$ cat src/sv/ess_pkg.sv
// ----------------------------------------------------------------------------
// ess_pkg
// Types, codes, sine table and helpers for the envelope segment step
// ----------------------------------------------------------------------------
package ess_pkg;

   localparam logic [2:0] CMD_EXP    = 3'd0;
   localparam logic [2:0] CMD_INVEXP = 3'd1;
   localparam logic [2:0] CMD_LINEAR = 3'd2;
   localparam logic [2:0] CMD_SINE   = 3'd3;
   localparam logic [2:0] CMD_JUMP   = 3'd4;

   localparam logic [1:0] DIR_RISE = 2'd0;
   localparam logic [1:0] DIR_FALL = 2'd1;

   localparam int SINE_ENTRIES = 256;
   // three radix 2^14 digit stages cover the 41-bit scaled magnitude
   localparam int DIV_STAGES   = 3;
   localparam int DIV_STEPS    = 14;
   localparam int DIV_WIDTH    = DIV_STAGES * DIV_STEPS;
   localparam logic [7:0] DIV_BY = 8'd125;
   // ceil(2^28 / 125), exact for every partial dividend below 125 * 2^14
   localparam logic [21:0] DIV_RECIP = 22'd2147484;
   localparam int DIV_SHIFT = 28;
   // any product above this magnitude saturates every kind anyway
   localparam logic [65:0] PROD_CAP = 66'd17179869184000;

   typedef struct packed {
      logic [2:0]         cmd;
      logic [1:0]         direction;
      logic signed [31:0] current_factor;
      logic signed [31:0] param_one;
      logic signed [31:0] param_two;
      logic [7:0]         phase_step;
      logic signed [31:0] target_factor;
      logic signed [8:0]  sine_phase;
   } req_type;

   typedef struct packed {
      logic [2:0]         cmd;
      logic [1:0]         direction;
      logic signed [31:0] base;
      logic signed [31:0] target;
      logic signed [31:0] offset;
      logic signed [8:0]  phase;
      logic               rate_small;
   } sb_type;

   localparam logic [18:0] HALF_SINE [SINE_ENTRIES] = '{
      19'd0, 19'd6135, 19'd12270, 19'd18403, 19'd24533, 19'd30660, 19'd36782, 19'd42898,
      19'd49008, 19'd55111, 19'd61205, 19'd67290, 19'd73365, 19'd79429, 19'd85480, 19'd91519,
      19'd97545, 19'd103555, 19'd109550, 19'd115529, 19'd121490, 19'd127432, 19'd133356,
      19'd139259, 19'd145142, 19'd151002, 19'd156840, 19'd162655, 19'd168444, 19'd174209,
      19'd179947, 19'd185658, 19'd191341, 19'd196996, 19'd202620, 19'd208214, 19'd213777,
      19'd219308, 19'd224805, 19'd230269, 19'd235698, 19'd241091, 19'd246449, 19'd251769,
      19'd257051, 19'd262294, 19'd267498, 19'd272662, 19'd277785, 19'd282865, 19'd287904,
      19'd292898, 19'd297849, 19'd302755, 19'd307615, 19'd312429, 19'd317196, 19'd321915,
      19'd326586, 19'd331207, 19'd335779, 19'd340300, 19'd344770, 19'd349188, 19'd353553,
      19'd357865, 19'd362123, 19'd366327, 19'd370475, 19'd374568, 19'd378604, 19'd382583,
      19'd386505, 19'd390368, 19'd394173, 19'd397918, 19'd401603, 19'd405228, 19'd408792,
      19'd412294, 19'd415734, 19'd419112, 19'd422426, 19'd425677, 19'd428864, 19'd431986,
      19'd435043, 19'd438035, 19'd440960, 19'd443819, 19'd446612, 19'd449337, 19'd451994,
      19'd454583, 19'd457104, 19'd459556, 19'd461939, 19'd464253, 19'd466496, 19'd468669,
      19'd470772, 19'd472803, 19'd474764, 19'd476653, 19'd478470, 19'd480215, 19'd481888,
      19'd483488, 19'd485015, 19'd486469, 19'd487851, 19'd489158, 19'd490392, 19'd491552,
      19'd492638, 19'd493650, 19'd494588, 19'd495451, 19'd496239, 19'd496953, 19'd497592,
      19'd498156, 19'd498645, 19'd499059, 19'd499397, 19'd499661, 19'd499849, 19'd499962,
      19'd500000, 19'd499962, 19'd499849, 19'd499661, 19'd499397, 19'd499059, 19'd498645,
      19'd498156, 19'd497592, 19'd496953, 19'd496239, 19'd495451, 19'd494588, 19'd493650,
      19'd492638, 19'd491552, 19'd490392, 19'd489158, 19'd487851, 19'd486469, 19'd485015,
      19'd483488, 19'd481888, 19'd480215, 19'd478470, 19'd476653, 19'd474764, 19'd472803,
      19'd470772, 19'd468669, 19'd466496, 19'd464253, 19'd461939, 19'd459556, 19'd457104,
      19'd454583, 19'd451994, 19'd449337, 19'd446612, 19'd443819, 19'd440960, 19'd438035,
      19'd435043, 19'd431986, 19'd428864, 19'd425677, 19'd422426, 19'd419112, 19'd415734,
      19'd412294, 19'd408792, 19'd405228, 19'd401603, 19'd397918, 19'd394173, 19'd390368,
      19'd386505, 19'd382583, 19'd378604, 19'd374568, 19'd370475, 19'd366327, 19'd362123,
      19'd357865, 19'd353553, 19'd349188, 19'd344770, 19'd340300, 19'd335779, 19'd331207,
      19'd326586, 19'd321915, 19'd317196, 19'd312429, 19'd307615, 19'd302755, 19'd297849,
      19'd292898, 19'd287904, 19'd282865, 19'd277785, 19'd272662, 19'd267498, 19'd262294,
      19'd257051, 19'd251769, 19'd246449, 19'd241091, 19'd235698, 19'd230269, 19'd224805,
      19'd219308, 19'd213777, 19'd208214, 19'd202620, 19'd196996, 19'd191341, 19'd185658,
      19'd179947, 19'd174209, 19'd168444, 19'd162655, 19'd156840, 19'd151002, 19'd145142,
      19'd139259, 19'd133356, 19'd127432, 19'd121490, 19'd115529, 19'd109550, 19'd103555,
      19'd97545, 19'd91519, 19'd85480, 19'd79429, 19'd73365, 19'd67290, 19'd61205, 19'd55111,
      19'd49008, 19'd42898, 19'd36782, 19'd30660, 19'd24533, 19'd18403, 19'd12270, 19'd6135
   };

   function automatic logic signed [31:0] sat32(input logic signed [37:0] v);
      logic signed [31:0] r;
      if (v > 38'sd2147483647) begin
         r = 32'sh7fffffff;
      end else if (v < -38'sd2147483648) begin
         r = 32'sh80000000;
      end else begin
         r = v[31:0];
      end
      return r;
   endfunction

endpackage

$ cat src/sv/ess_div_stage.sv
// ----------------------------------------------------------------------------
// ess_div_stage
// One radix 2^14 digit of division by 125 through a reciprocal multiply
// ----------------------------------------------------------------------------
module ess_div_stage (
   input  logic [6:0]                    rem_i,
   input  logic [ess_pkg::DIV_WIDTH-1:0] x_i,
   output logic [6:0]                    rem_o,
   output logic [ess_pkg::DIV_WIDTH-1:0] x_o
);
   import ess_pkg::*;

   logic [DIV_STEPS+6:0] part;
   logic [42:0]          prod;
   logic [DIV_STEPS-1:0] q;
   logic [DIV_STEPS+6:0] back;

   // quotient digit shifts in at the bottom as the dividend digit leaves the top
   always_comb begin
      part  = {rem_i, x_i[DIV_WIDTH-1 -: DIV_STEPS]};
      prod  = 43'(part) * 43'(DIV_RECIP);
      q     = prod[DIV_SHIFT +: DIV_STEPS];
      back  = (DIV_STEPS + 7)'(q) * (DIV_STEPS + 7)'(DIV_BY);
      rem_o = 7'(part - back);
      x_o   = {x_i[DIV_WIDTH-DIV_STEPS-1:0], q};
   end

endmodule

$ cat config.mk
export PLATFORM = sky130hd
export DESIGN_NAME = ess_div_stage
export DESIGN_NICKNAME = d
export VERILOG_FILES = /design/src/sv/ess_pkg.sv /design/src/sv/ess_div_stage.sv
export SDC_FILE = /design/constraint.sdc
export NUM_CORES = 1
export LEC_CHECK = 0
export ABC_AREA = 1
export ABC_CLOCK_PERIOD_IN_PS = 11070
export BUFFER_PORTS_ARGS = -buffer_cell sky130_fd_sc_hd__buf_2
export CAP_MARGIN = 20
export CORE_AREA = 5 5 142 110
export DETAILED_ROUTE_END_ITERATION = 6
export DIE_AREA = 0 0 147 115
export MAX_ROUTING_LAYER = met4
export PLACE_DENSITY = 0.81
export REMOVE_ABC_BUFFERS = 1
export SLEW_MARGIN = 25
export SYNTH_ARGS = -nofsm -noshare
export SYNTH_HDL_FRONTEND = slang
export SYNTH_SLANG_ARGS = --single-unit
$ cat constraint.sdc
create_clock -name vclk -period 11.07
set_clock_uncertainty 0.05 [all_clocks]
set_input_delay 1.107 -clock vclk [all_inputs]
set_output_delay 1.107 -clock vclk [all_outputs]
set_load 0.01 [all_outputs]
## After elaboration in Yosys (flattened, before gate mapping)

Cells that the tools add are included.

- Logic and storage cells: 3
- Bits in latches: 0
- Bits in read-only memories: 0
- Memories: 0
- RAM bits: 0
- Register bits after elaboration: 0
- Bits of input ports: 49

- Bitwise gates (word level): 0
- Reduce and logical (&&, ||, !) cells: 0
- Shifts and indexed selects: 0
- Equality and inequality tests: 0
- Add/sub/neg operators: 1
- Multipliers: 2
- $lt $le $gt $ge: 0
- Div/mod/pow operators: 0
- Multiplexer cells: 0

Operators by type and width:

| kind | count |
|---|---|
| multiplier 21 x 20 -> 40 bit, second input constant | 1 |
| multiplier 14 x 7 -> 7 bit, second input constant | 1 |
| subtractor 7 bit | 1 |

## Logic depth before layout (Yosys ltp)

- Word-level depth: 3
- Mapped depth: 40

## Least setup slack after synthesis

OpenSTA, ideal clock, no wires.

- Kind: input-to-output
- Start: input port x_i[34] in the netlist's numbering
- End: output port rem_o[6]
- Path buffers: 0
- Path slack: 1.562 ns
- Stages: 36
- Arrival: 8.351 ns
- Cell sequence: ha_1 ha_1 inv_1 fa_1 fa_1 inv_1 fa_1 inv_1 fa_1 fa_1 inv_1 ha_1 nand2_1 a21oi_1 o21bai_1 o2111ai_1 a21oi_1 nand2_1 xor2_1 ha_1 inv_1 fa_1 fa_1 inv_1 fa_1 inv_1 ha_1 inv_1 nor2_1 nor2_1 xnor2_1 xor2_1 nand3_1 nand2_1 nand2_1 nand2_1

- Cells in the longest elaborated chain, start to end: 3

Ends and longest elaborated chain:

| element | line | source |
|---|---|---|
| start: declaration | ess_div_stage.sv:7 | `input logic [ess_pkg::DIV_WIDTH-1:0] x_i,` |
| multiplier 21 x 20 -> 40 bit | ess_div_stage.sv:21 | `prod = 43'(part) * 43'(DIV_RECIP);` |
| named net x_o (one bit) | ess_div_stage.sv:9 | `output logic [ess_pkg::DIV_WIDTH-1:0] x_o` |
| multiplier 14 x 7 -> 7 bit | ess_div_stage.sv:23 | `back = (DIV_STEPS + 7)'(q) * (DIV_STEPS + 7)'(DIV_BY);` |
| subtractor 7 bit | ess_div_stage.sv:24 | `rem_o = 7'(part - back);` |
| end: declaration | ess_div_stage.sv:8 | `output logic [6:0] rem_o,` |

The timed path passes the listed nets, and every way through them passes these cells.

## Final worst setup path

- Start: input port x_i[30] in the netlist's numbering
- End: output port rem_o[6]

- Cells in the longest elaborated chain, start to end: 3

Ends and longest elaborated chain:

| element | line |
|---|---|
| multiplier 21 x 20 -> 40 bit | ess_div_stage.sv:21 |
| multiplier 14 x 7 -> 7 bit | ess_div_stage.sv:23 |
| subtractor 7 bit (*) | ess_div_stage.sv:24 |

Every way passes the cells marked *; elsewhere a longest branch is shown, timed or not.

==> impl_metrics.csv <==
group,metric,value,unit
run_status,status,"finished clean",
grt,grt_most_used_layer,"met2",
grt,met3_usage,0.0359,
grt,grt_max_degree,10,
placement,dpl-instance-area,7250,µm²
yosys,yosys.area.top_type,"ha_1",
grt,grt-ovfl-total,0,
clocking,hold_buffers,0,
timing,tightest_slew,588,ps
final_layout,insertedDiodeCount,0,
timing,period_needed,10340,ps
clocking,cts_setup_buffers,0,
yosys,ys_seq_area_frac,0,
grt,grt_use_total,0.217,
die,dieArea,16900,µm²
die,initial_core_util,0.498,
placement,gp_congestion,1.07,
hold_path,min_from,"x_i[8]",
routing,wl,16900,µm
timing,hold_ws,2160,ps
grt,antenna_found_initial,0,
yosys,yosysTopAreaCellShare,0.333,
timing,fin_crit_sh,0.934,
final_layout,layout_commonest_cell,"inv_1",
routing,ant_nets,0,
worst_setup_path,startpoint_type,"primary input",
placement,place_hpwl,15500,µm
worst_setup_path,cpMostUsedCell,"inv_1",
routing,drt-pass1-iter-count,5,
final_layout,seqCellArea,0,µm²
worst_setup_path,setup.worst_path.start,"x_i[30]",
run,cap_violations,0,
routing,vias_per_cell,5.04,
timing,hold_viol,0,
final_layout,mostFrequentLayoutCells,"276 x inv_1, 187 x ha_1, 141 x nand2_1",
worst_setup_path,max_stage_delay,560,ps
yosys,synth_cell_types,29,
placement,portBuffers,42,
die,io-pin-count,98,
final_layout,n_clock_buffer,0,
timing,finalSetupViolCount,0,
worst_setup_path,worstPathArrival,9190,ps
final_layout,final_layout_size_suffix_gt1_frac,0.0615,
yosys,yosys_warnings,0,
grt,grt.met2_usage,0.352,
final_layout,design_area,7250,µm²
grt,grt_pass1_wl,28700,µm
clocking,postCtsResizedCells,0,
die,die_h,115,µm
grt,use_met1,0.295,
worst_setup_path,worstPathMaxFanout,9,
final_layout,area.growth.synth_to_final,3.10,%
routing,wire_per_inst,15.7,µm
die,rows,38,
final_layout,design.seq.count,0,
timing,slew_viol_final,0,
routing,drtIter0Drc,371,
final_layout,nets,1232,
grt,grt_pass1_vias,5849,
timing,rsz0062_at_grt,"no",
worst_setup_path,worstPathRequired,9910,ps
die,core-area,14100,µm²
worst_setup_path,worst_setup_path_end_kind,"primary output",
yosys,synth_area_leaders,"ha_1 33%, fa_1 28%, inv_1 15%, nand2_1 7.5%, buf_4 3.0%",
timing,maxSlewHeadroom,0.604,
worst_setup_path,critPathSlowestCell,"fa_1",
worst_setup_path,critPathKind,"primary input to primary output",
yosys,syn_area,7030,µm²
routing,via_count,5423,
yosys,post_synth.cell_area_avg,7.97,µm²
hold_path,hold_path_class,"primary input to primary output",
timing,max_freq,96.7,MHz
timing,fin_tns_setup,0,ps
die,die_w,147,µm
yosys,syn_inst,882,
routing,drc,0,
final_layout,n_fill_cell,1319,
## critical path, delay by kind of cell
family / cells / cell delay [ps]
AOI/OAI and AO/OA: 2 / 340
buffers and inverters: 12 / 940
adders and majority gates: 13 / 5350
and+or+nand+nor: 9 / 720
xor gates and xnor gates: 3 / 730
## layer usage
metal / up-vias / wire (µm)
met2: 202 / 7350
met3: 29 / 1200
met5: - / 0
li1: 2661 / -
met1: 2531 / 7960
met4: 0 / 346
## cells in the mapped netlist, drive strengths merged
master   number
a21o          2
a31oi         1
nor3          5
nor2         32
xor2         19
clkbuf        1
and2          1
a21oi        32
nand3        22
ha          187
nand4         3
xnor3         1
inv         276
buf          29
o2111ai       1
o21bai        4
fa           99
o211ai        1
a21boi        2
o21ai        11
nand2       145
xnor2         8
## final timing paths
path                        to  depth (start not counted)
worst max-delay path  rem_o[6]                         39
worst min-delay path   x_o[22]                          0
## layout make-up
type               instances  area (µm²)  share of cell area
repair buffers            43         218              0.0300
multi-input cells        576        5770               0.796
inverters                276        1040               0.143
well taps                180         225              0.0311
## per-stage QoR
stage          worst slack [ps]  utilization  std cells
2_1_floorplan              1560            -        852
3_3_place_gp                852        0.513       1075
3_5_place_dp                757        0.513       1075
4_1_cts                     720        0.513       1075
5_1_grt                     157        0.513       1075
6_report                    726        0.513       1075
## kinds of logic after synthesis
family / count (synthesis) / synth area share
and+or+nand+nor: 208 / 0.120
AOI/OAI and AO/OA: 54 / 0.0466
adders and majority gates: 286 / 0.615
xor gates and xnor gates: 28 / 0.0395
buffers and inverters: 306 / 0.179
Power is not shown: default switching activity piles up to over one toggle a cycle in this logic, so the estimate is an artifact.
