File: src/sv/ess_pkg.sv
// ----------------------------------------------------------------------------
// ess_pkg
// Types, codes, sine table and helpers for the envelope segment step
// ----------------------------------------------------------------------------
package ess_pkg;

   localparam logic [2:0] CMD_EXP    = 3'd0;
   localparam logic [2:0] CMD_INVEXP = 3'd1;
   localparam logic [2:0] CMD_LINEAR = 3'd2;
   localparam logic [2:0] CMD_SINE   = 3'd3;
   localparam logic [2:0] CMD_JUMP   = 3'd4;

   localparam logic [1:0] DIR_RISE = 2'd0;
   localparam logic [1:0] DIR_FALL = 2'd1;

   localparam int SINE_ENTRIES = 256;
   // three radix 2^14 digit stages cover the 41-bit scaled magnitude
   localparam int DIV_STAGES   = 3;
   localparam int DIV_STEPS    = 14;
   localparam int DIV_WIDTH    = DIV_STAGES * DIV_STEPS;
   localparam logic [7:0] DIV_BY = 8'd125;
   // ceil(2^28 / 125), exact for every partial dividend below 125 * 2^14
   localparam logic [21:0] DIV_RECIP = 22'd2147484;
   localparam int DIV_SHIFT = 28;
   // any product above this magnitude saturates every kind anyway
   localparam logic [65:0] PROD_CAP = 66'd17179869184000;

   typedef struct packed {
      logic [2:0]         cmd;
      logic [1:0]         direction;
      logic signed [31:0] current_factor;
      logic signed [31:0] param_one;
      logic signed [31:0] param_two;
      logic [7:0]         phase_step;
      logic signed [31:0] target_factor;
      logic signed [8:0]  sine_phase;
   } req_type;

   typedef struct packed {
      logic [2:0]         cmd;
      logic [1:0]         direction;
      logic signed [31:0] base;
      logic signed [31:0] target;
      logic signed [31:0] offset;
      logic signed [8:0]  phase;
      logic               rate_small;
   } sb_type;

   localparam logic [18:0] HALF_SINE [SINE_ENTRIES] = '{
      19'd0, 19'd6135, 19'd12270, 19'd18403, 19'd24533, 19'd30660, 19'd36782, 19'd42898,
      19'd49008, 19'd55111, 19'd61205, 19'd67290, 19'd73365, 19'd79429, 19'd85480, 19'd91519,
      19'd97545, 19'd103555, 19'd109550, 19'd115529, 19'd121490, 19'd127432, 19'd133356,
      19'd139259, 19'd145142, 19'd151002, 19'd156840, 19'd162655, 19'd168444, 19'd174209,
      19'd179947, 19'd185658, 19'd191341, 19'd196996, 19'd202620, 19'd208214, 19'd213777,
      19'd219308, 19'd224805, 19'd230269, 19'd235698, 19'd241091, 19'd246449, 19'd251769,
      19'd257051, 19'd262294, 19'd267498, 19'd272662, 19'd277785, 19'd282865, 19'd287904,
      19'd292898, 19'd297849, 19'd302755, 19'd307615, 19'd312429, 19'd317196, 19'd321915,
      19'd326586, 19'd331207, 19'd335779, 19'd340300, 19'd344770, 19'd349188, 19'd353553,
      19'd357865, 19'd362123, 19'd366327, 19'd370475, 19'd374568, 19'd378604, 19'd382583,
      19'd386505, 19'd390368, 19'd394173, 19'd397918, 19'd401603, 19'd405228, 19'd408792,
      19'd412294, 19'd415734, 19'd419112, 19'd422426, 19'd425677, 19'd428864, 19'd431986,
      19'd435043, 19'd438035, 19'd440960, 19'd443819, 19'd446612, 19'd449337, 19'd451994,
      19'd454583, 19'd457104, 19'd459556, 19'd461939, 19'd464253, 19'd466496, 19'd468669,
      19'd470772, 19'd472803, 19'd474764, 19'd476653, 19'd478470, 19'd480215, 19'd481888,
      19'd483488, 19'd485015, 19'd486469, 19'd487851, 19'd489158, 19'd490392, 19'd491552,
      19'd492638, 19'd493650, 19'd494588, 19'd495451, 19'd496239, 19'd496953, 19'd497592,
      19'd498156, 19'd498645, 19'd499059, 19'd499397, 19'd499661, 19'd499849, 19'd499962,
      19'd500000, 19'd499962, 19'd499849, 19'd499661, 19'd499397, 19'd499059, 19'd498645,
      19'd498156, 19'd497592, 19'd496953, 19'd496239, 19'd495451, 19'd494588, 19'd493650,
      19'd492638, 19'd491552, 19'd490392, 19'd489158, 19'd487851, 19'd486469, 19'd485015,
      19'd483488, 19'd481888, 19'd480215, 19'd478470, 19'd476653, 19'd474764, 19'd472803,
      19'd470772, 19'd468669, 19'd466496, 19'd464253, 19'd461939, 19'd459556, 19'd457104,
      19'd454583, 19'd451994, 19'd449337, 19'd446612, 19'd443819, 19'd440960, 19'd438035,
      19'd435043, 19'd431986, 19'd428864, 19'd425677, 19'd422426, 19'd419112, 19'd415734,
      19'd412294, 19'd408792, 19'd405228, 19'd401603, 19'd397918, 19'd394173, 19'd390368,
      19'd386505, 19'd382583, 19'd378604, 19'd374568, 19'd370475, 19'd366327, 19'd362123,
      19'd357865, 19'd353553, 19'd349188, 19'd344770, 19'd340300, 19'd335779, 19'd331207,
      19'd326586, 19'd321915, 19'd317196, 19'd312429, 19'd307615, 19'd302755, 19'd297849,
      19'd292898, 19'd287904, 19'd282865, 19'd277785, 19'd272662, 19'd267498, 19'd262294,
      19'd257051, 19'd251769, 19'd246449, 19'd241091, 19'd235698, 19'd230269, 19'd224805,
      19'd219308, 19'd213777, 19'd208214, 19'd202620, 19'd196996, 19'd191341, 19'd185658,
      19'd179947, 19'd174209, 19'd168444, 19'd162655, 19'd156840, 19'd151002, 19'd145142,
      19'd139259, 19'd133356, 19'd127432, 19'd121490, 19'd115529, 19'd109550, 19'd103555,
      19'd97545, 19'd91519, 19'd85480, 19'd79429, 19'd73365, 19'd67290, 19'd61205, 19'd55111,
      19'd49008, 19'd42898, 19'd36782, 19'd30660, 19'd24533, 19'd18403, 19'd12270, 19'd6135
   };

   function automatic logic signed [31:0] sat32(input logic signed [37:0] v);
      logic signed [31:0] r;
      if (v > 38'sd2147483647) begin
         r = 32'sh7fffffff;
      end else if (v < -38'sd2147483648) begin
         r = 32'sh80000000;
      end else begin
         r = v[31:0];
      end
      return r;
   endfunction

endpackage

File: src/sv/ess_finish.sv
// ----------------------------------------------------------------------------
// ess_finish
// Per-kind result from the scaled quotient, saturation and threshold test
// ----------------------------------------------------------------------------
module ess_finish (
   input  ess_pkg::sb_type     sb,
   input  logic                neg,
   input  logic [34:0]         quot,
   output logic signed [31:0]  factor,
   output logic                reached
);
   import ess_pkg::*;

   logic signed [37:0] qs;
   logic signed [37:0] dd;
   logic signed [37:0] sum;
   logic signed [31:0] f;

   always_comb begin
      qs = neg ? -$signed({3'b000, quot}) : $signed({3'b000, quot});
      dd = '0;
      sum = '0;
      case (sb.cmd)
         CMD_EXP: begin
            f = sat32(qs);
            if (sb.rate_small && f < 32'sd1000) begin
               f = '0;
            end
         end
         CMD_INVEXP: begin
            dd  = (qs < 38'sd10000) ? 38'sd0 : qs;
            sum = $signed({{6{sb.target[31]}}, sb.target}) - dd;
            f   = sat32(sum);
         end
         CMD_SINE: begin
            sum = qs + $signed({{6{sb.offset[31]}}, sb.offset});
            f   = sum[37] ? 32'sd0 : sat32(sum);
         end
         default: f = sb.base;
      endcase
      case (sb.direction)
         DIR_RISE: reached = (f >= sb.target);
         DIR_FALL: reached = (f <= sb.target);
         default:  reached = 1'b0;
      endcase
      factor = reached ? sb.target : f;
   end

endmodule
File: config.mk
export PLATFORM = sky130hd
export DESIGN_NAME = ess_finish
export DESIGN_NICKNAME = d
export VERILOG_FILES = /design/src/sv/ess_pkg.sv /design/src/sv/ess_finish.sv
export SDC_FILE = /design/constraint.sdc
export NUM_CORES = 1
export LEC_CHECK = 0
export ABC_AREA = 1
export BUFFER_PORTS_ARGS = -buffer_cell sky130_fd_sc_hd__buf_2
export CAP_MARGIN = 20
export CORE_ASPECT_RATIO = 1.25
export CORE_MARGIN = 2
export CORE_UTILIZATION = 25
export DETAILED_ROUTE_END_ITERATION = 7
export SYNTH_ARGS = -nofsm -noshare
export SYNTH_HDL_FRONTEND = slang
export SYNTH_SLANG_ARGS = --single-unit
export TNS_END_PERCENT = 5
File: constraint.sdc
create_clock -name vclk -period 43.9
set_input_delay 13.17 -clock vclk [all_inputs]
set_output_delay 13.17 -clock vclk [all_outputs]
set_load 0.005 [all_outputs]
# Yosys cells after proc, flatten, opt, wreduce, memory -nomap -nowiden
# Cells that the tools add are included.
word_totals:
  reg_bits: 0
  input_bits: 147
  out_inout_bits: 33
  elab_cells: 33
op_classes:
  n_addsub: 3
  n_lt_le_gt_ge: 10
  n_eq_ne: 3
  muxes: 14
  n_reduce_logical: 3
op_table:
  columns: ["op", "n"]
  rows:
  - ["2-to-1 mux 32 bit", 10]
  - ["greater-than comparator 38 x 32 -> 1 bit (second input constant)", 3]
  - ["less-than comparator 38 x 32 -> 1 bit (second input constant)", 3]
  - ["one-hot mux 32 bit (3 select lines)", 1]
  - ["2-to-1 mux 38 bit", 2]
  - ["adder 38 x 32 -> 38 bit", 1]
  - ["less-than comparator 38 x 15 -> 1 bit (second input constant)", 1]
  - ["negation 35 -> 38 bit", 1]
  - ["subtractor 32 x 38 -> 38 bit", 1]
  - [">= comparator 32 bit", 1]
  - ["less-or-equal comparator 32 bit", 1]
  - ["less-than comparator 32 x 11 -> 1 bit (second input constant)", 1]
  - ["== test 3 x 1 -> 1 bit (second input constant)", 1]
  - ["== test 3 x 2 -> 1 bit (second input constant)", 1]
  - ["logical NOT 3 bit", 1]
  - ["== test 2 x 1 -> 1 bit (second input constant)", 1]
  - ["logical NOT 2 bit", 1]
  - ["one-hot mux 1 bit (2 select lines)", 1]
  - ["logical AND 1 bit", 1]

# Longest topological paths before layout
# Gate-level depths: netlist (run 1).
depth:
  depth_word: 13
  ltp_mapped: 56
  mapped_depth_nobuf: 53

# Worst setup path after synthesis (run 1)
# Ideal clock, no wire load.
synth_timing:
  path_kind: "input port to output port"
  from: "input port quot[0]"
  to: "output port factor[10]"
  arrival_ns: 20.067
  required_ns: 30.730
  path_slack_ns: 10.663
  cell_stages: 51
  path_buffers: 4
  cell_sequence: "inv_1 -> ha_1 -> nand2_2 -> nor2_2 -> nand2_1 -> o21ai_2 -> nand2_1 -> nand2_1 -> nand2_1 -> or4_1 -> nor4_1 -> nand3_1 -> a2111oi_0 -> ha_1 -> clkinv_1 -> clkbuf_1 -> nand2_1 -> ha_1 -> [15 not listed] -> inv_1 -> a21boi_1 -> ha_1 -> nand2_1 -> inv_1 -> a221oi_1 -> o221ai_1 -> nand2_1 -> o2111ai_1 -> nand2_1 -> nand3b_1 -> xor2_1 -> nand2_1 -> nand2_1 -> buf_1 -> buf_2 -> nand3_1 -> nand2_1"
synth_via:
  elab_chain_cells: 13
  elab_cells_between_ends: 28
  classes_between: "add/sub: 3; order compare: 10; mux: 14; reduce/logical: 1"
synth_rtl:
  columns: ["element", "line_no", "source"]
  rows:
  - ["start, declared", "ess_finish.sv:8", "input logic [34:0] quot,"]
  - ["negation 35 -> 38 bit", "ess_finish.sv:20", "qs = neg ? -$signed({3'b000, quot}) : $signed({3'b000, quot});"]
  - ["2-to-1 mux 38 bit *", "ess_finish.sv:20", null]
  - ["branches (longest 7 deep; another with less-than comparator 38 x 15 -> 1 bit)", null, null]
  - ["one-hot mux 32 bit (3 select lines) *", "ess_finish.sv:23", "case (sb.cmd)"]
  - ["less-or-equal comparator 32 bit / >= comparator 32 bit (equally long branches)", "ess_finish.sv:43, ess_finish.sv:42", null]
  - ["one-hot mux 1 bit (2 select lines)", "ess_finish.sv:41", "case (sb.direction)"]
  - ["2-to-1 mux 32 bit *", "ess_finish.sv:46", "factor = reached ? sb.target : f;"]
  - ["end, declared", "ess_finish.sv:9", "output logic signed [31:0] factor,"]
# Every way passes the cells marked *. The select of a mux whose other input is x is not followed.

# Worst setup path after layout (run 1)
layout_timing:
  from: "input port quot[0]"
  to: "output port factor[11]"
# The elaborated chain is that of the path after synthesis.

==> metrics.md, run 1 <==
| Metric | Value |
|---|---|
| Status | `finished clean` |
| Syn Std Cell Area | `0.00927 sq mm` |
| Top-area cell type share of the netlist area | `24.0%` |
| Vias per cell | `4.93` |
| Routed wire length | `38.0 mm` |
| Largest area contributor in the netlist | `nand2_1` |
| Initial antenna violation count | `0` |
| Die width | `176 um` |
| # resized after CTS | `0` |
| Remaining DRCs | `0` |
| Worst-margin pin slew | `0.901 ns` |
| Maxcap violations | `0` |
| Synthesized instance count | `1,788` |
| IO Port Bufs | `171` |
| Die Height | `219 um` |
| Setup TNS | `0 ns` |
| Mapped Nets | `2,042` |
| Layout area overhead | `13.6%` |
| CP most frequent cell | `nand2_1` |
| Max VDD drop | `0.00802 mV` |
| # hold bufs at CTS | `0` |
| WS Path Type | `input port to primary output` |
| Cell family with most CP delay | `simple AND/OR/NAND/NOR gates` |
| Sequential area share after synthesis | `0%` |
| Worst Setup EP | `factor[11]` |
| Synth cell count leaders | `593 x nand2_1, 215 x inv_1, 181 x nand3_1` |
| Simple-gate share of the synthesized area | `50.1%` |
| Layout sequential cell count | `0` |
| Clkbuf count | `0` |
| Switch Pwr | `116 uW` |
| Largest net degree at the start of global routing | `62` |
| Power Internal | `62.9 uW` |
| I/O pins | `180` |
| First-pass GRT wire length | `58.6 mm` |
| RSZ-0062 raised after global routing | `false` |
| Switching share of power | `64.9%` |
| Share of power burned in registers | `0%` |
| Slew HR | `39.5%` |
| Design area | `0.0105 sq mm` |
| Final Max Slew Viols | `0` |
| Post-Syn Area per Cell | `5.18 sq um` |
| Ratio of cells with drive above 1 in the final layout | `13.5%` |
| HPWL after detailed placement | `33.2 mm` |
| Via count | `11,838` |
| Fin worst setup slack | `6.57 ns` |
| Mux share of post-synthesis cell area | `0%` |
| Cell count along the critical path | `50` |
| Most common cell in the netlist | `nand2_1` |
| Critical Path Max Stage Delay | `0.73 ns` |
| Area occupied by multi-input gates | `0.00820 sq mm` |
| Diode count | `0` |
| Final Hold Vio Count | `0` |
| Post-synthesis adder-cell area fraction | `14.6%` |
| Fillers | `4,309` |
| Core ar. | `0.0364 sq mm` |
| Number of global-route vias before repair | `11,356` |
| # setup viols final | `0` |
| Routed Antenna Nets | `0` |
| FMAX | `0.0268 GHz` |
| # Post-CTS Setup Buffers | `0` |
| Worst slack, placed | `6.42 ns` |
| Clock power frac | `0%` |
| Initial Util | `25.5%` |
| Synth Area in XOR/XNOR | `7.75%` |
| GPL Wtd Cong | `0.964` |
| Yosys warns | `0` |
| Detailed Routing Iterations Pass 1 | `5` |
| Cell Rows | `78` |
| Worst-path maximum fanout | `49` |
| Logic gate share of total power | `100.0%` |
| Layout Nets | `2,175` |
| Post-DP Area | `0.0105 sq mm` |
| CP Launch Type | `input port` |
| CP arrival | `24.16 ns` |
| CP endpoint kind | `primary output` |
| GRT Total Usage | `19.0%` |
| Compound-cell area share of the yosys netlist | `15.9%` |
| Die area | `0.0386 sq mm` |
| Leak | `0.00565 uW` |
| Sequential cell area | `0 sq um` |
| Largest family of logic cells by synthesized area | `simple AND/OR/NAND/NOR gates` |
| Pwr Density | `17.0 mW/mm^2` |
| Drt wl/cell | `15.8 um` |
| Grt ovf | `0` |
| Slowest stage cell, crit path | `clkinv_1` |
| Tcrit/Tclk final | `85.0%` |
| Minimum clock period | `37.33 ns` |
| Top post-synthesis cells by area | `nand2_1 24%, ha_1 14%, nand3_1 9.8%, inv_1 8.7%, nor2_1 7.2%` |
| Required @ worst endpoint | `30.73 ns` |
| Synth cell types | `47` |
| Bufs and invs on worst path | `8` |
| Crit. Startpoint | `quot[0]` |
| Hold crit path type | `input port to primary output` |
| Initial DRC Count | `728` |
==> final cells by class <==
class,instances,area share [%]
repair buffers,177,8.56
well taps,480,5.71
inverters,220,7.85
multi-input cells,1522,77.9
==> cell families after synthesis <==
group,Yosys count
buf+inv,266
fa+ha+maj,107
simple gates,1080
xor+xnor,82
compound gates,253
==> power by group through the flow <==
stage                     registers (uW)  logic, uW  clock network (uW)
final                                  0        179                   0
after global routing                   0        201                   0
after CTS                              0        178                   0
after detailed placement               0        177                   0
after global placement                 0        176                   0
after floorplan                        0        123                   0
==> per-stage QoR <==
step	util [%]	hold WS, ns	total power (uW)	instances
2_1_floorplan	-	26.44	123	1788
3_3_place_gp	28.9	26.67	176	2399
3_5_place_dp	28.9	26.66	177	2399
4_1_cts	28.9	26.66	178	2399
5_1_grt	28.9	26.69	201	2399
6_report	28.9	26.66	179	2399
==> placed cells by master, fill, tap and decap left out, drive strengths merged, types with 4 or more instances in the layout <==
cell type and instances:
nand2 615, inv 218, nor2 188, nand3 186
buf 177, a21oi 106, ha 105, o21ai 71
xor2 57, or2 33, xnor2 25, nand4 24
a21boi 18, a31oi 17, a21o 14, nor3 14
nor4 9, nand3b 6, o41ai 5, o21bai 5
o21a 4, o221ai 4
==> metal layers <==
layer	global-route usage [%]	routed length, um
met3	1.16	1850
met5	0	0
met4	5.59	1210
met1	23.9	16600
met2	34.4	18300
==> how the worst min path moves through the flow <==
stage                     startpoint          to  cells after the start
after floorplan               sb[52]  factor[10]                      2
after global placement        sb[63]  factor[21]                      4
after detailed placement      sb[63]  factor[21]                      4
after CTS                     sb[63]  factor[21]                      4
after global routing          sb[49]   factor[7]                      4
final                         sb[63]  factor[21]                      4
==> worst min-delay path, stage by stage <==
cell and delay, ns:
buf_2 0.11, nand2_1 0.05, nand2_1 0.05, buf_2 0.10
Power figures use the tool's default switching activity.
==> inputs of run 2 (changes only) <==
--- a/config.mk
+++ b/config.mk
@@ -5,12 +5,11 @@
 export SDC_FILE = /design/constraint.sdc
 export NUM_CORES = 1
 export LEC_CHECK = 0
-export ABC_AREA = 1
 export BUFFER_PORTS_ARGS = -buffer_cell sky130_fd_sc_hd__buf_2
 export CAP_MARGIN = 20
 export CORE_ASPECT_RATIO = 1.25
 export CORE_MARGIN = 2
-export CORE_UTILIZATION = 25
+export CORE_UTILIZATION = 38
 export DETAILED_ROUTE_END_ITERATION = 7
 export SYNTH_ARGS = -nofsm -noshare
 export SYNTH_HDL_FRONTEND = slang
==> metrics.md, run 2 <==
| Metric | Value |
|---|---|
| Status | `finished clean` |
| Die area | `0.0257 sq mm` |
| Worst-margin pin slew | `1.10 ns` |
| Routed wire length | `38.3 mm` |
| Routed Antenna Nets | `0` |
| First-pass GRT wire length | `58.6 mm` |
| Initial antenna violation count | `0` |
| I/O pins | `180` |
| Initial Util | `38.9%` |
| CP Launch Type | `input port` |
| Top post-synthesis cells by area | `ha_1 14%, a21oi_1 7.7%, xnor2_1 5.6%, o21ai_0 5.6%, nor2_1 5.4%` |
| Largest area contributor in the netlist | `ha_1` |
| Placed cell count | `1,862` |
| GRT Total Usage | `28.7%` |
| Diode count | `0` |
| WS Path Type | `input port to primary output` |
| Layout area overhead | `11.7%` |
| Most frequent cells in the layout | `171 x buf_2, 140 x a21oi_1, 133 x nor2_1` |
| Mapped Nets | `1,685` |
| Worst slack, placed | `6.02 ns` |
| CP endpoint kind | `primary output` |
| Initial DRC Count | `866` |
| CP most frequent cell | `ha_1` |
| Tcrit/Tclk final | `86.9%` |
| GPL Wtd Cong | `0.978` |
| Layout Nets | `1,794` |
| IO Port Bufs | `171` |
| Worst-path maximum fanout | `45` |
| HPWL after detailed placement | `31.3 mm` |
| Hold crit path type | `input port to primary output` |
| Cell Rows | `63` |
| Synth cell count leaders | `142 x a21oi_1, 133 x nor2_1, 105 x ha_1` |
| CP arrival | `24.99 ns` |
| Setup TNS | `0 ns` |
| # setup viols final | `0` |
| Largest net degree at the start of global routing | `52` |
| Leak | `0.00450 uW` |
| Remaining DRCs | `0` |
| Maxcap violations | `0` |
| Vias per cell | `6.31` |
| # Post-CTS Setup Buffers | `0` |
| Grt ovf | `0` |
| Minimum clock period | `38.16 ns` |
| Via count | `11,751` |
| Synth cell types | `88` |
| Ratio of cells with drive above 1 in the final layout | `15.4%` |
| Commonest non-fill, non-tap cell in the layout | `buf_2` |
| FMAX | `0.0262 GHz` |
| Number of global-route vias before repair | `10,989` |
| # resized after CTS | `0` |
| Slowest stage cell, crit path | `or4_1` |
| Final std cells w/o fill | `1,863` |
| # hold bufs at CTS | `0` |
| Syn Std Cell Area | `0.00929 sq mm` |
| Synthesized instance count | `1,431` |
| Fin worst setup slack | `5.74 ns` |
| Critical Path Max Stage Delay | `0.78 ns` |
| Detailed Routing Iterations Pass 1 | `7` |
| Pwr Density | `18.9 mW/mm^2` |
| Sequential cell area | `0 sq um` |
| Layout sequential cell count | `0` |
| Core ar. | `0.0239 sq mm` |
| Drt wl/cell | `20.6 um` |
| RSZ-0062 raised after global routing | `false` |
| Post-Syn Area per Cell | `6.49 sq um` |
| Max VDD drop | `0.00968 mV` |
| Die Height | `179 um` |
| Most common cell in the netlist | `a21oi_1` |
| Sequential area share after synthesis | `0%` |
| Slew HR | `26.8%` |
| Clkbuf count | `0` |
| Die width | `144 um` |
| Final Hold Vio Count | `0` |
| Required @ worst endpoint | `30.73 ns` |
| Final Max Slew Viols | `0` |
| Yosys warns | `0` |
| Top-area cell type share of the netlist area | `14.1%` |
[run 2: where the power goes]
group	internal, uW	switching, uW
Clock	0	0
Combinational	75.9	120
Sequential	0	0
Total	75.9	120
[run 2: area by class of cell]
| type | instances | area, sq um |
|---|---|---|
| repair buffers | 185 | 966 |
| fillers | 2634 | 13500 |
| inverters | 87 | 327 |
| multi-input cells | 1266 | 8670 |
| well taps | 325 | 407 |
[run 2: final timing paths]
path / startpoint / end / slack, ns / cells past startpoint
max: quot[0] / factor[17] / 5.74 / 39
min: sb[45] / factor[3] / 26.67 / 4
[run 2: cell families (layout without fill, tap and decap cells)]
group           Yosys count  after routing  share of synthesized area [%]
buf+inv                 165            272                           7.13
compound gates          536            536                           38.2
fa+ha+maj               107            107                           14.6
mux                      15             15                           1.68
xor+xnor                100            100                           9.67
simple gates            508            508                           28.7
[run 2: worst max-delay path: cells and delay by family]
family / cells / cell delay, ns
compound gates: 18 / 4.37
simple gates: 9 / 4.03
fa+ha+maj: 4 / 1.63
buf+inv: 6 / 1.31
mux: 1 / 0.30
xor+xnor: 1 / 0.15
[run 2: metal layers]
| metal | up-vias | part of all wire [%] | GRT usage [%] |
|---|---|---|---|
| met5 | - | 0 | 0 |
| met4 | 0 | 7.4 | 17.5 |
| met3 | 126 | 6.1 | 0.988 |
| met2 | 558 | 47 | 50.8 |
| met1 | 5445 | 40 | 34.2 |
| li1 | 5622 | - | - |
[run 2: stage by stage]
step / power, uW / hold slack [ns] / area [sq um] / utilization (%)
global route: 214 / 26.70 / 10400 / 43.4
finish: 196 / 26.67 / 10400 / 43.4
global placement: 191 / 26.67 / 10400 / 43.4
detailed placement: 192 / 26.67 / 10400 / 43.4
floorplan: 132 / 26.44 / 9290 / -
CTS: 193 / 26.67 / 10400 / 43.4
==> inputs of run 3 (changes only) <==
--- a/config.mk
+++ b/config.mk
@@ -5,12 +5,14 @@
 export SDC_FILE = /design/constraint.sdc
 export NUM_CORES = 1
 export LEC_CHECK = 0
+export ABC_AREA = 1
 export BUFFER_PORTS_ARGS = -buffer_cell sky130_fd_sc_hd__buf_2
 export CAP_MARGIN = 20
 export CORE_ASPECT_RATIO = 1.25
 export CORE_MARGIN = 2
 export CORE_UTILIZATION = 38
 export DETAILED_ROUTE_END_ITERATION = 7
+export GPL_TIMING_DRIVEN = 0
 export SYNTH_ARGS = -nofsm -noshare
 export SYNTH_HDL_FRONTEND = slang
 export SYNTH_SLANG_ARGS = --single-unit
==> metrics.md, run 3 (synthesis results as in run 1) <==
| Metric | Value |
|---|---|
| Largest net degree at the start of global routing | `11` |
| Maxcap violations | `0` |
| Initial antenna violation count | `1` |
| Core ar. | `0.0238 sq mm` |
| I/O pins | `180` |
| RSZ-0062 raised after global routing | `false` |
| Layout Nets | `2,215` |
| # hold bufs at CTS | `0` |
| Initial DRC Count | `922` |
| Tcrit/Tclk final | `85.3%` |
| Status | `finished clean` |
| Number of global-route vias before repair | `11,841` |
| GRT Total Usage | `31.5%` |
| Remaining DRCs | `0` |
| IO Port Bufs | `171` |
| Critical Path Max Stage Delay | `0.67 ns` |
| CP endpoint kind | `primary output` |
| Die Height | `179 um` |
| Clkbuf count | `0` |
| Worst-margin pin slew | `0.981 ns` |
| Layout area overhead | `13.6%` |
| CP most frequent cell | `nand2_1` |
| HPWL after detailed placement | `35.9 mm` |
| # resized after CTS | `0` |
| # Post-CTS Setup Buffers | `0` |
| Die area | `0.0257 sq mm` |
| Via count | `12,327` |
| # setup viols final | `0` |
| Cell Rows | `63` |
| Required @ worst endpoint | `30.73 ns` |
| Vias per cell | `5.40` |
| Max VDD drop | `0.00579 mV` |
| Grt ovf | `0` |
| WHS | `26.65 ns` |
| Commonest non-fill, non-tap cell in the layout | `nand2_1` |
| Layout sequential cell count | `0` |
| Drt wl/cell | `18.0 um` |
| Leak | `0.00576 uW` |
| Diode count | `0` |
| Ratio of cells with drive above 1 in the final layout | `14.0%` |
| Fillers | `2,863` |
| First-pass GRT wire length | `62.5 mm` |
| GPL Wtd Cong | `1.01` |
| Routed Antenna Nets | `0` |
| Minimum clock period | `37.44 ns` |
| Slowest stage cell, crit path | `nor4_1` |
| Routed wire length | `41.1 mm` |
| Most frequent cells in the layout | `593 x nand2_1, 215 x inv_1, 186 x buf_2` |
| Die width | `144 um` |
| Final Max Slew Viols | `0` |
| WS Path Type | `input port to primary output` |
| CP Launch Type | `input port` |
| Initial Util | `38.9%` |
| CP arrival | `24.27 ns` |
| Slew HR | `34.1%` |
| FMAX | `0.0267 GHz` |
| Worst-path maximum fanout | `10` |
| Sequential cell area | `0 sq um` |
| Hold crit path type | `input port to primary output` |
| Pwr Density | `17.8 mW/mm^2` |
| Setup TNS | `0 ns` |
| Detailed Routing Iterations Pass 1 | `6` |
| Final Hold Vio Count | `0` |
==> run 3: cell count changes in the layout (fill, tap and decap cells not counted), moves of 23 or more <==
cell	change
o21ai_0	-52
inv_1	+129
xnor2_1	-34
a21o_1	-31
a211oi_1	-29
nand2_1	+497
nor2b_1	-24
nand2b_1	-44
o22ai_1	-23
a21oi_1	-38
nand3_1	+151
nor2_1	+44
==> run 3: path summary, 6_finish.rpt <==
kind,slack [ns],end,from,cells past startpoint
worst max-delay path,6.46,factor[10],quot[0],51
worst min-delay path,26.65,factor[19],sb[61],4
==> run 3: layer usage <==
| metal | GRT usage, % | part of all wire [%] | up-vias | wire length (um) |
|---|---|---|---|---|
| li1 | - | - | 6170 | - |
| met1 | 37.8 | 41 | 5590 | 16800 |
| met2 | 56.5 | 48 | 453 | 19800 |
| met3 | 1.61 | 5.1 | 112 | 2120 |
| met4 | 15.6 | 5.9 | 2 | 2420 |
| met5 | 0 | 0.032 | - | 13 |
==> run 3: per-stage QoR <==
| step | total power [uW] | util [%] | instance area [sq um] | std cells | worst slack (ns) |
|---|---|---|---|---|---|
| after floorplan | 123 | - | 9270 | 1788 | 10.66 |
| after global placement | 184 | 44.2 | 10500 | 2284 | 6.61 |
| after detailed placement | 184 | 44.2 | 10500 | 2284 | 6.63 |
| after CTS | 185 | 44.2 | 10500 | 2284 | 6.60 |
| after global routing | 208 | 44.2 | 10500 | 2284 | 5.62 |
| final | 188 | 44.2 | 10500 | 2284 | 6.46 |
==> run 3: layout make-up <==
cell class,instances,area (sq um),share of cell area (%)
plain buffers,46,251,2.39
inverters,220,826,7.84
multi-input cells,1522,8190,77.8
well taps,325,407,3.86
repair buffers,171,856,8.13
==> run 3: worst max-delay path: cells and delay by family <==
family / cells / cell delay, ns
and+or+nand+nor: 30 / 5.13
AOI/OAI and AO/OA: 7 / 1.68
buffers and inverters: 9 / 2.47
adders and majority gates: 4 / 1.32
xor gates and xnor gates: 1 / 0.47
==> run 3: power breakdown <==
group | switching [uW] | internal [uW] | leakage (uW)
clock network | 0 | 0 | 0
registers | 0 | 0 | 0
logic | 122 | 65.2 | 0.00576
total | 122 | 65.2 | 0.00576
